[config.mk]
export PLATFORM = sky130hd
export DESIGN_NAME = pointer_length_cache
export DESIGN_NICKNAME = d
export VERILOG_FILES = /design/src/rtl/plc_pkg.sv /design/src/rtl/plc_ram.sv /design/src/rtl/plc_victim.sv /design/src/rtl/pointer_length_cache.sv
export VERILOG_INCLUDE_DIRS = /design/src /design/src/rtl
export SDC_FILE = /design/constraint.sdc
export NUM_CORES = 2
export LEC_CHECK = 0
export BUFFER_PORTS_ARGS = -buffer_cell sky130_fd_sc_hd__buf_4
export CORE_MARGIN = 3
export CORE_UTILIZATION = 45
export CTS_BUF_LIST = sky130_fd_sc_hd__clkbuf_8
export DETAILED_ROUTE_END_ITERATION = 8
export SYNTH_ARGS = -nofsm -noshare
export SYNTH_HDL_FRONTEND = slang
export SYNTH_SLANG_ARGS = --single-unit
export TNS_END_PERCENT = 10
[constraint.sdc]
create_clock -name i_clk -period 19.94 [get_ports i_clk]
set_clock_uncertainty 0.05 [all_clocks]
set_input_delay 0.997 -clock i_clk [delete_from_list [all_inputs] [get_ports i_clk]]
set_output_delay 0.997 -clock i_clk [all_outputs]
set_load 0.02 [all_outputs]
[src/rtl/pointer_length_cache_defines.svh]
// ============================================================================
// Pointer length cache assertion macros
// Shared concurrent assertion forms, clocked on i_clk and disabled in reset.
// ============================================================================
`ifndef POINTER_LENGTH_CACHE_DEFINES_SVH
`define POINTER_LENGTH_CACHE_DEFINES_SVH

// The consequent must hold in the same cycle as the antecedent.
`define PLC_ASSERT_SAME(label, ante, cons) \
    label: assert property (@(posedge i_clk) disable iff (!i_rst_n) (ante) |-> (cons)) \
        else $error("pointer_length_cache: same-cycle check failed");

// The consequent must hold in the cycle after the antecedent.
`define PLC_ASSERT_NEXT(label, ante, cons) \
    label: assert property (@(posedge i_clk) disable iff (!i_rst_n) (ante) |=> (cons)) \
        else $error("pointer_length_cache: next-cycle check failed");

`endif

[src/rtl/plc_pkg.sv]
// ============================================================================
// Pointer length cache package
// Shared constants, operation codes and the victim LFSR step function.
// ============================================================================
package plc_pkg;

    localparam int ENTRIES_DEFAULT = 16;

    localparam logic [31:0] MIN_LEN_RESET = 32'd100;
    localparam logic [15:0] LFSR_SEED     = 16'hACE1;
    localparam logic [15:0] LFSR_MASK     = 16'hB400;

    localparam int CFG_IDX_W = 8;
    localparam logic [CFG_IDX_W-1:0] REG_MIN_LEN = 8'd0;
    localparam logic [CFG_IDX_W-1:0] REG_BYPASS  = 8'd1;

    typedef enum logic [1:0] {
        MODE_LOOKUP = 2'd0,
        MODE_ADD    = 2'd1,
        MODE_UPDATE = 2'd2,
        MODE_DELETE = 2'd3
    } t_mode;

    function automatic logic [15:0] lfsr_next(input logic [15:0] s);
        logic [15:0] n;
        n = s >> 1;
        if (s[0]) begin
            n = n ^ LFSR_MASK;
        end
        return n;
    endfunction

endpackage

[src/rtl/plc_ram.sv]
// ============================================================================
// Generic single-port-write RAM
// One write port and one read port with registered read data.
// ============================================================================
module plc_ram #(
    parameter int WIDTH = 32,
    parameter int DEPTH = 16
) (
    input  logic                     i_clk,
    input  logic                     i_we,
    input  logic [$clog2(DEPTH)-1:0] i_waddr,
    input  logic [WIDTH-1:0]         i_wdata,
    input  logic [$clog2(DEPTH)-1:0] i_raddr,
    output logic [WIDTH-1:0]         o_rdata
);

    logic [WIDTH-1:0] r_mem [DEPTH];
    logic [WIDTH-1:0] r_rdata;

    always_ff @(posedge i_clk) begin
        if (i_we) begin
            r_mem[i_waddr] <= i_wdata;
        end
        r_rdata <= r_mem[i_raddr];
    end

    assign o_rdata = r_rdata;

endmodule

[src/rtl/plc_victim.sv]
// ============================================================================
// Pointer length cache victim selector
// Advances the LFSR once per request and reduces it modulo the entry count
// with a reciprocal multiplication spread over the S_QUOT and S_REM states.
// ============================================================================
module plc_victim #(
    parameter int ENTRIES = plc_pkg::ENTRIES_DEFAULT
) (
    input  logic                       i_clk,
    input  logic                       i_rst_n,
    input  logic                       i_start,
    output logic                       o_done,
    output logic [$clog2(ENTRIES)-1:0] o_slot
);

    localparam int IDX_W = $clog2(ENTRIES);
    localparam int SHIFT = 16 + IDX_W;
    localparam logic [17:0] RECIP = 18'(((64'd1 << SHIFT) / 64'(ENTRIES)) + 64'd1);

    typedef enum logic [1:0] {
        S_IDLE,
        S_QUOT,
        S_REM
    } t_state;

    t_state           r_state;
    logic [15:0]      r_lfsr;
    logic [15:0]      r_quot;
    logic [IDX_W-1:0] r_rem;
    logic             r_done;

    logic [33:0]      n_prod;
    logic [33:0]      n_shift;
    logic [15:0]      n_quot;
    logic [24:0]      n_mult;
    logic [15:0]      n_diff;

    always_comb begin
        n_prod  = 34'(r_lfsr) * 34'(RECIP);
        n_shift = n_prod >> SHIFT;
        n_quot  = n_shift[15:0];
        n_mult  = 25'(r_quot) * 25'(ENTRIES);
        n_diff  = r_lfsr - n_mult[15:0];
    end

    always_ff @(posedge i_clk) begin
        if (!i_rst_n) begin
            r_state <= S_IDLE;
            r_lfsr  <= plc_pkg::LFSR_SEED;
            r_quot  <= '0;
            r_rem   <= '0;
            r_done  <= 1'b0;
        end else begin
            r_done <= 1'b0;
            unique case (r_state)
                S_IDLE: begin
                    if (i_start) begin
                        r_lfsr  <= plc_pkg::lfsr_next(r_lfsr);
                        r_state <= S_QUOT;
                    end
                end
                S_QUOT: begin
                    r_quot  <= n_quot;
                    r_state <= S_REM;
                end
                S_REM: begin
                    r_rem   <= n_diff[IDX_W-1:0];
                    r_done  <= 1'b1;
                    r_state <= S_IDLE;
                end
                default: begin
                    r_state <= S_IDLE;
                end
            endcase
        end
    end

    assign o_done = r_done;
    assign o_slot = r_rem;

endmodule

[src/rtl/pointer_length_cache.sv]
// A scanned command passes S_SCAN and S_ACT before its result strobe; an add that must
// evict also waits in S_EVICT for the victim. A zero key, or a lookup or add in bypass
// mode, skips the scan. One command at a time, set by the tag scan through one
// comparator at one RAM read per entry; for a scan, busy is high until the result strobe.
// Reset clears all valid bits, seeds the LFSR with 0xACE1 and loads the registers.
// The receiver cannot stall; each result is shown for exactly one cycle.
// ============================================================================
// Pointer length cache
// Fully associative cache of lengths keyed by address with LFSR replacement.
// ============================================================================
`include "pointer_length_cache_defines.svh"

module pointer_length_cache #(
    parameter int ENTRIES = plc_pkg::ENTRIES_DEFAULT
) (
    input  logic                           i_clk,
    input  logic                           i_rst_n,
    input  logic                           start,
    output logic                           busy,
    input  logic [1:0]                     i_mode,
    input  logic [63:0]                    i_key,
    input  logic [31:0]                    i_length,
    input  logic signed [31:0]             i_delta,
    output logic                           o_done,
    output logic                           o_hit,
    output logic [31:0]                    o_cached_len,
    input  logic                           i_cfg_valid,
    output logic                           o_cfg_ready,
    input  logic [plc_pkg::CFG_IDX_W-1:0]  i_cfg_index,
    input  logic [31:0]                    i_cfg_data
);

    localparam int IDX_W = $clog2(ENTRIES);
    localparam int CNT_W = $clog2(ENTRIES + 1);

    typedef enum logic [1:0] {
        S_IDLE,
        S_SCAN,
        S_ACT,
        S_EVICT
    } t_state;

    t_state                r_state;
    plc_pkg::t_mode        r_mode;
    logic [63:0]           r_key;
    logic [31:0]           r_length;
    logic signed [31:0]    r_delta;
    logic [31:0]           r_min_len;
    logic                  r_bypass;
    logic [ENTRIES-1:0]    r_vbits;
    logic [CNT_W-1:0]      r_cnt;
    logic                  r_cmp_vld;
    logic [IDX_W-1:0]      r_cmp_idx;
    logic                  r_found;
    logic [IDX_W-1:0]      r_slot;
    logic [31:0]           r_len;
    logic                  r_empty_vld;
    logic [IDX_W-1:0]      r_empty_idx;
    logic                  r_done;
    logic                  r_hit;
    logic [31:0]           r_cached_len;

    logic [63:0]           w_tag_rdata;
    logic [31:0]           w_len_rdata;
    logic                  w_match;
    logic                  w_empty;
    logic                  w_tag_we;
    logic                  w_len_we;
    logic                  w_clr;
    logic [IDX_W-1:0]      w_waddr;
    logic [31:0]           w_len_wdata;
    logic                  w_victim_start;
    logic                  w_victim_done;
    logic [IDX_W-1:0]      w_victim_slot;
    logic                  w_accept;
    logic                  w_short;

    assign w_accept = start && !busy;
    assign w_short  = (i_key == 64'd0) || (r_bypass &&
                      ((i_mode == plc_pkg::MODE_LOOKUP) || (i_mode == plc_pkg::MODE_ADD)));

    assign w_match = r_cmp_vld && r_vbits[r_cmp_idx] && (w_tag_rdata == r_key);
    assign w_empty = r_cmp_vld && !r_vbits[r_cmp_idx];

    plc_ram #(
        .WIDTH (64),
        .DEPTH (ENTRIES)
    ) u_tag_ram (
        .i_clk   (i_clk),
        .i_we    (w_tag_we),
        .i_waddr (w_waddr),
        .i_wdata (r_key),
        .i_raddr (r_cnt[IDX_W-1:0]),
        .o_rdata (w_tag_rdata)
    );

    plc_ram #(
        .WIDTH (32),
        .DEPTH (ENTRIES)
    ) u_len_ram (
        .i_clk   (i_clk),
        .i_we    (w_len_we),
        .i_waddr (w_waddr),
        .i_wdata (w_len_wdata),
        .i_raddr (r_cnt[IDX_W-1:0]),
        .o_rdata (w_len_rdata)
    );

    plc_victim #(
        .ENTRIES (ENTRIES)
    ) u_victim (
        .i_clk   (i_clk),
        .i_rst_n (i_rst_n),
        .i_start (w_victim_start),
        .o_done  (w_victim_done),
        .o_slot  (w_victim_slot)
    );

    always_comb begin
        w_tag_we       = 1'b0;
        w_len_we       = 1'b0;
        w_clr          = 1'b0;
        w_waddr        = r_slot;
        w_len_wdata    = r_length;
        w_victim_start = 1'b0;
        unique case (r_state)
            S_ACT: begin
                unique case (r_mode)
                    plc_pkg::MODE_LOOKUP: begin
                    end
                    plc_pkg::MODE_ADD: begin
                        if (r_found) begin
                            if (r_length < r_min_len) begin
                                w_clr = 1'b1;
                            end else begin
                                w_len_we = 1'b1;
                            end
                        end else if (r_length > r_min_len) begin
                            if (r_empty_vld) begin
                                w_waddr  = r_empty_idx;
                                w_tag_we = 1'b1;
                                w_len_we = 1'b1;
                            end else begin
                                w_victim_start = 1'b1;
                            end
                        end
                    end
                    plc_pkg::MODE_UPDATE: begin
                        w_len_we    = r_found;
                        w_len_wdata = r_len + $unsigned(r_delta);
                    end
                    plc_pkg::MODE_DELETE: begin
                        w_clr = r_found;
                    end
                    default: begin
                    end
                endcase
            end
            S_EVICT: begin
                w_waddr  = w_victim_slot;
                w_tag_we = w_victim_done;
                w_len_we = w_victim_done;
            end
            default: begin
            end
        endcase
    end

    always_ff @(posedge i_clk) begin
        if (!i_rst_n) begin
            r_state      <= S_IDLE;
            r_vbits      <= '0;
            r_min_len    <= plc_pkg::MIN_LEN_RESET;
            r_bypass     <= 1'b0;
            r_done       <= 1'b0;
            r_hit        <= 1'b0;
            r_cached_len <= '0;
            r_cnt        <= '0;
            r_cmp_vld    <= 1'b0;
            r_found      <= 1'b0;
            r_empty_vld  <= 1'b0;
        end else begin
            r_done <= 1'b0;

            if (i_cfg_valid) begin
                unique case (i_cfg_index)
                    plc_pkg::REG_MIN_LEN: r_min_len <= i_cfg_data;
                    plc_pkg::REG_BYPASS:  r_bypass  <= i_cfg_data[0];
                    default: begin
                    end
                endcase
            end

            if (w_tag_we) begin
                r_vbits[w_waddr] <= 1'b1;
            end else if (w_clr) begin
                r_vbits[w_waddr] <= 1'b0;
            end

            unique case (r_state)
                S_IDLE: begin
                    if (w_accept) begin
                        r_mode      <= plc_pkg::t_mode'(i_mode);
                        r_key       <= i_key;
                        r_length    <= i_length;
                        r_delta     <= i_delta;
                        r_cnt       <= '0;
                        r_cmp_vld   <= 1'b0;
                        r_found     <= 1'b0;
                        r_empty_vld <= 1'b0;
                        if (w_short) begin
                            r_done       <= 1'b1;
                            r_hit        <= 1'b0;
                            r_cached_len <= '0;
                        end else begin
                            r_state <= S_SCAN;
                        end
                    end
                end
                S_SCAN: begin
                    r_cmp_vld <= 1'b1;
                    r_cmp_idx <= r_cnt[IDX_W-1:0];
                    if (w_match && !r_found) begin
                        r_found <= 1'b1;
                        r_slot  <= r_cmp_idx;
                        r_len   <= w_len_rdata;
                    end
                    if (w_empty) begin
                        r_empty_vld <= 1'b1;
                        r_empty_idx <= r_cmp_idx;
                    end
                    if (r_cnt == CNT_W'(ENTRIES)) begin
                        r_state <= S_ACT;
                    end else begin
                        r_cnt <= r_cnt + CNT_W'(1);
                    end
                end
                S_ACT: begin
                    if (w_victim_start) begin
                        r_state <= S_EVICT;
                    end else begin
                        r_state      <= S_IDLE;
                        r_done       <= 1'b1;
                        r_hit        <= r_found;
                        r_cached_len <= (r_found && (r_mode == plc_pkg::MODE_LOOKUP)) ?
                                        r_len : 32'd0;
                    end
                end
                S_EVICT: begin
                    if (w_victim_done) begin
                        r_state      <= S_IDLE;
                        r_done       <= 1'b1;
                        r_hit        <= 1'b0;
                        r_cached_len <= '0;
                    end
                end
                default: begin
                    r_state <= S_IDLE;
                end
            endcase
        end
    end

    assign busy         = (r_state != S_IDLE);
    assign o_done       = r_done;
    assign o_hit        = r_hit;
    assign o_cached_len = r_cached_len;
    assign o_cfg_ready  = 1'b1;

    `PLC_ASSERT_SAME(a_done_when_idle, o_done, !busy)
    `PLC_ASSERT_NEXT(a_scan_starts, w_accept && !w_short, busy && !o_done)
    `PLC_ASSERT_SAME(a_victim_in_evict, w_victim_done, r_state == S_EVICT)
    `PLC_ASSERT_SAME(a_victim_slot_range, w_victim_done, int'(w_victim_slot) < ENTRIES)
    `PLC_ASSERT_SAME(a_no_write_in_scan, r_state == S_SCAN, !w_tag_we && !w_len_we && !w_clr)

endmodule
## Word-level counts from Yosys, hierarchy flattened

Memory sizes are Yosys's and may differ from the RTL's. A register that Yosys moved wholly into a read port is not among the register bits.
Index checks and enable logic that the tools add are counted.

| storage, ports and cells | value |
|---|---|
| bits in registers | 290 |
| bits in writable memories | 1536 |
| output and inout port bits | 36 |
| logic and storage cells | 165 |
| memories kept | 2 |

| operators by class | value |
|---|---|
| add/sub/neg operators | 3 |
| magnitude comparators | 5 |
| equality and inequality tests | 22 |
| multiplexer cells | 70 |
| bitwise operators | 4 |
| reduce and logical (&&, ||, !) cells | 36 |

Memories:

| memory | depth | bits a word | read ports | clocked after Yosys merged registers in | write ports | line | text |
|---|---|---|---|---|---|---|---|
| u_tag_ram.r_mem | 16 | 64 | 1 | 1 | 1 | plc_ram.sv:17 | `logic [WIDTH-1:0] r_mem [DEPTH];` |
| u_len_ram.r_mem | 16 | 32 | 1 | 1 | 1 | plc_ram.sv:17 |  |

Operator list:

| cell | number |
|---|---|
| $mux 32 | 7 |
| $pmux 32 s3 | 1 |
| $eq 64x64->1 | 1 |
| $logic_not 64->1 | 1 |
| $mux 16 | 3 |
| $add 32x32->32 | 1 |
| $gt 32x32->1 | 1 |
| $lt 32x32->1 | 1 |
| $mux 1 | 32 |
| $reduce_and 3->1 | 6 |
| $and 16x16->16 | 1 |
| $mux 4 | 4 |
| $ne 2x2->1 const B | 8 |
| $not 16->16 | 1 |
| $or 16x16->16 | 1 |
| $pmux 1 s2 | 7 |
| $mux 2 | 6 |
| $eq 2x2->1 const B | 5 |
| $lt 4x5->1 const B | 2 |
| $mux 5 | 2 |
| $pmux 5 s2 | 1 |
| $reduce_and 2->1 | 5 |
| $eq 2x1->1 const B | 4 |
| $eq 8x1->1 const B | 1 |
| other kinds (21) | 38 |

## Longest topological paths before layout

| depth | value |
|---|---|
| depth after elaboration | 13 |
| gate-level depth with buffers | 13 |

## By module

From an unflattened synthesis, not the netlist that was laid out.

| second synthesis, totals | value |
|---|---|
| cells, all modules | 3709 |
| area total of the unflattened synthesis | 73030.0 sq um |

By module, submodules not included:

| module | times used | cells each | area an instance (sq um) |
|---|---|---|---|
| plc_ram at u_tag_ram | 1 | 1647 | 39581.7 |
| plc_ram at u_len_ram | 1 | 838 | 19854.0 |
| pointer_length_cache | 1 | 1130 | 12752.2 |
| plc_victim | 1 | 94 | 842.1 |

## Worst setup path after synthesis

OpenSTA, ideal clock, no wires.

| path | value |
|---|---|
| path kind | input-to-reg |
| start point | input port i_rst_n |
| end point | register r_delta[0], enable pin |
| library setup time | 0.621 ns |
| arrival | 6.893 ns |
| data required time | 19.269 ns |
| path slack | 12.377 ns |
| cell stages on the path | 4 |
| path buffers | 2 |
| path through | inv_2 clkbuf_1 buf_1 nor2_1 |

| on the way | value |
|---|---|
| longest elaborated chain between the ends | 1 |

RTL lines:

| element | line | text |
|---|---|---|
| start, declared | pointer_length_cache.sv:17 | `input logic i_rst_n,` |
| $reduce_and 3->1 (no line) | -- |  |
| end signal, assigned | pointer_length_cache.sv:206 | `r_delta <= i_delta;` |
| end, declared | pointer_length_cache.sv:47 | `logic signed [31:0] r_delta;` |

No other way between the ends.
A chain may end at the register's enable or synchronous reset.

## Worst setup path in the final report

| path | value |
|---|---|
| start point | register r_length[15] |
| end point | memory u_tag_ram.r_mem[4][43], enable pin |

| on the way | value |
|---|---|
| longest elaborated chain between the ends | 7 |
| elaborated cells between the ends (all ways) | 11 |
| those cells by class | 1 x order compare; 10 x mux |

RTL lines:

| element | line | text |
|---|---|---|
| start, declared | pointer_length_cache.sv:46 | `logic [31:0] r_length;` |
| start signal, assigned | pointer_length_cache.sv:205 | `r_length <= i_length;` |
| $gt 32x32->1 * | pointer_length_cache.sv:138 | `end else if (r_length > r_min_len) begin` |
| $mux 1 | pointer_length_cache.sv:138 |  |
| $mux 1 | pointer_length_cache.sv:132 | `if (r_found) begin` |
| $mux 1 | pointer_length_cache.sv:128 | `unique case (r_mode)` |
| $pmux 1 s2 | pointer_length_cache.sv:126 | `unique case (r_state)` |
| $mux 1 | plc_ram.sv:21 | `if (i_we) begin` |
| $mux 1 (not written as such) | plc_ram.sv:22 | `r_mem[i_waddr] <= i_wdata;` |
| end, declared | plc_ram.sv:17 |  |

Every way passes the cells marked *; elsewhere a longest branch is shown, timed or not.

==> reports/qor.txt <==
Total grt overflow = 0
Hold Buf Count CTS = 2
Met2 usage = 32.08%
Root buffer cell = clkbuf_8
Startpoint Class = flop
TritonCTS clock tree = done
Synth unique cells = 79
Boundary Pins = 210
GRT Total Usage = 21.58%
Postcts setup bufs = 0
FF+latch count, synth = 1922
Post-DRT Antenna Nets = 0
CTS resizes = 0
Finish-stage setup viols = 0
Crit-path cells = ha_1 > nand4_2 > nor4_4 > a21boi_2 > o31a_4 > o21ai_2 > o21ai_0 > nand2_1 > or2_0 > nor2_4 > buf_4
MaxCap Viol Count = 0
Initial DRC count = 3772
Hold path start = i_key[28]
Worst EP arrival = 5.96 ns
Post-synth top area share = 70.22%
Post-synthesis xor/xnor area fraction = 0.9941%
Fin. max-slew vios = 0
Post-DP HPWL = 102800 µm
M1 GR Usage = 31.64%
Synth Area per Inst = 20.90 µm²
Core Region = 0.1609 mm²
Num CTS Buffers = 325
Achievable frequency = 183.6 MHz
WL final = 180900 µm
Worst reg2reg startpoint = r_length[15]
Post-Synth Adder-Cell Area = 1.208%
First-pass GRT wire length = 261200 µm
EDFF count, synth = 1710
DIE AREA = 0.1674 mm²
Status = finished clean
Die Wd = 409.1 µm
Synth area leader = edfxtp_1
P_sw = 0.001806 W
Synth Cell Area = 0.07313 mm²
Fin nets = 4222
Starting Density = 45.44%
Fillers = 12707
Main combinational cell family by area after synthesis = multiplexers
Worst Hold Class = in2reg
DRC errors left = 0
TritonCTS Sinks = 1922
Site Rows = 147
R2r setup slk = 14.49 ns
Vias in the first global route = 37293
PortBufs = 208
Slowest CP cell = nor2_4
Footprint of the multi-input gates = 0.01690 mm²
Req. time, crit path = 20.45 ns
Clock network power share = 39.8%
Area grow syn2layout = 14.68%
Final Wtd Congestion = 0.8377
Crit. End Element = flop
Ys async rst share = 0%
Die Y = 409.1 µm
Initial antenna violation count = 9
Clk slew on worst S/H paths = 0.06 ns
Int Pwr = 0.006364 W
Post-synthesis mux area share = 15.24%
Sequential area share after synthesis = 76.02%
Clk Latency, worst-skew pair = 1.02 ns
Leakage = 27.10 nW
Actual slew at the worst max-slew pin = 1.425 ns
Tmin final = 5.448 ns
Max IR drop VDD = 0.00007618 V
Seq. cell area = 0.05561 mm²
Comb pwr share = 5.3%
Largest net degree at the start of global routing = 73
Fraction of power consumed by sequential logic = 54.9%
Total power = 0.008170 W
Final Cycle Share = 27.32%
Top_reg_cell synth = edfxtp_1
Kind of critical path = reg2reg
Final hold vios = 0
Total negative setup slack = 0 ns
Critical R2R Capture = u_tag_ram.r_mem[4][43]
Syn Nets = 3742
Vias per cell = 5.691
Unrepaired setup endpoints after global routing = false
Via count = 36391
Slowest Stage Delay on Critical Path = 0.90 ns
Htree depth = 5
CTS max path bufs = 4
Compound-Gate Fraction of Synth Area = 2.727%
Router iterations before antenna repair = 6
Routed len/inst = 28.30 µm
Synth area leaders = edfxtp_1, mux4_2, dfxtp_1
Ys Warns = 0
Worst Hold Path Cells = 1
Cell area power density = 97.42 mW/mm²
GR Layer Usage met3 = 5.977%
Reg2reg path depth = 11
Slew headroom = 4.153%
Switching share of power = 22.10%
WHS Endpoint = r_key[28]
Synth Instances = 3498
Grt peak-use layer = met2
Simple-gate share of the synthesized area = 2.587%
Crit Path Max Fanout = 41
Share of layout cells above drive strength 1 = 30.20%
registers in the layout, summed over array words and instances, names as in the netlist, 2 cells and up, named ones only:
name	cells
r_key	64
r_slot	4
u_victim.o_slot	4
r_min_len	32
r_mode	2
r_length	32
u_len_ram.o_rdata	32
o_cached_len	32
u_tag_ram.o_rdata	64
r_state	2
u_len_ram.r_mem	512
r_delta	32
u_tag_ram.r_mem	1024
r_cnt	5
r_cmp_idx	4
u_victim.r_lfsr	16
r_len	32
u_victim.r_state	2
r_empty_idx	4
placed cells by master, fill, tap and decap left out, types with 22 or more instances in the layout:
master | netlist | final
a22oi_1 | 33 | 33
nor2_1 | 105 | 80
xor2_1 | 45 | 45
inv_1 | 70 | 203
xnor2_1 | 38 | 38
nand4_1 | 22 | 22
mux4_2 | 485 | 485
clkbuf_8 | 0 | 367
ha_1 | 69 | 69
o21ai_0 | 45 | 43
nor2_4 | 0 | 24
nor4_1 | 31 | 30
edfxtp_1 | 1710 | 1710
clkinv_2 | 0 | 26
nand2_1 | 151 | 150
buf_4 | 2 | 310
dfxtp_1 | 212 | 208
a21oi_1 | 72 | 72
clkinv_1 | 0 | 38
critical path, delay by kind of cell, from the launching register on:
family,cells,cell delay [ns]
simple gates,5,2.43
compound gates,4,0.89
buf+inv,1,0.85
flops,1,0.41
fa+ha+maj,1,0.34
synthesized netlist by cell type, drive strengths merged, types with 3 or more instances:
| cell | n |
|---|---|
| edfxtp | 1710 |
| mux4 | 485 |
| dfxtp | 212 |
| nand2 | 151 |
| clkbuf | 114 |
| nor2 | 105 |
| a21oi | 72 |
| inv | 71 |
| ha | 69 |
| o21ai | 47 |
| buf | 45 |
| xor2 | 45 |
| xnor2 | 38 |
| a22oi | 33 |
| nor4 | 32 |
| nand4 | 24 |
| a21o | 21 |
| mux2i | 20 |
| nand3 | 19 |
| o21a | 19 |
| nor3 | 18 |
| o31ai | 13 |
| o31a | 11 |
| or2 | 10 |
| a211oi | 9 |
| o211ai | 9 |
| a31oi | 7 |
| and3 | 7 |
| nand2b | 7 |
| nor2b | 6 |
| nor3b | 5 |
| o311ai | 5 |
| a21boi | 4 |
| a221o | 4 |
| a221oi | 4 |
| and4 | 4 |
| nor4b | 4 |
| o21bai | 4 |
| o22ai | 4 |
| a31o | 3 |
metrics by stage:
stage	util (%)	hold slack (ns)	std cells	setup WS (ns)	cell area, µm²
2_1_floorplan	-	0.3355	3498	12.38	73130
3_3_place_gp	48.35	0.3368	5809	14.60	77810
3_5_place_dp	48.35	0.3420	5809	14.49	77810
4_1_cts	52.10	0.002361	6388	14.45	83840
5_1_grt	52.10	0.03137	6390	14.21	83850
6_report	52.11	0.1103	6394	14.49	83860
power by group through the flow:
| stage | Sequential [W] | Combinational (W) | Clock [W] |
|---|---|---|---|
| floorplan | 0.00454 | 0.000298 | 0 |
| detailed placement | 0.00457 | 0.000436 | 0 |
| CTS | 0.00449 | 0.000437 | 0.00333 |
| global route | 0.00449 | 0.000464 | 0.00353 |
| finish | 0.00449 | 0.000430 | 0.00325 |
| global placement | 0.00457 | 0.000435 | 0 |
kinds of logic (layout without fill, tap and decap cells):
group           count (synthesis)  after routing
simple gates                  398            398
other cells                     1              7
fa+ha+maj                      70             70
buf+inv                       230            960
xor+xnor                       83             83
compound gates                287            287
mux                           507            507
flops                        1922           1922
area by class of cell:
type / instances / share of cell area, %
diodes: 6 / 0.01790
clock buffers: 367 / 6.023
clock inverters: 210 / 1.150
inverters: 71 / 0.3193
multi-input cells: 1346 / 20.16
flip-flops and latches: 1922 / 66.31
well taps: 2160 / 3.223
repair buffers: 312 / 2.799
how the worst max path moves through the flow:
stage,startpoint,end,slack [ns],cells past startpoint
2_1_floorplan,i_rst_n,r_delta[0],12.38,4
3_3_place_gp,r_length[15],u_tag_ram.r_mem[4][26],14.60,11
3_5_place_dp,r_length[15],u_tag_ram.r_mem[4][26],14.49,11
4_1_cts,r_length[15],u_tag_ram.r_mem[4][43],14.45,11
5_1_grt,r_length[27],u_tag_ram.r_mem[4][43],14.21,11
6_report,r_length[15],u_tag_ram.r_mem[4][43],14.49,11
routing by layer:
layer  up-vias  wire (µm)
met5         -          0
met4         0       3617
met3       247      15670
met2      1447      82910
met1     19275      78720
li1      15422          -
Note: power is estimated with default switching activity, not from simulation.
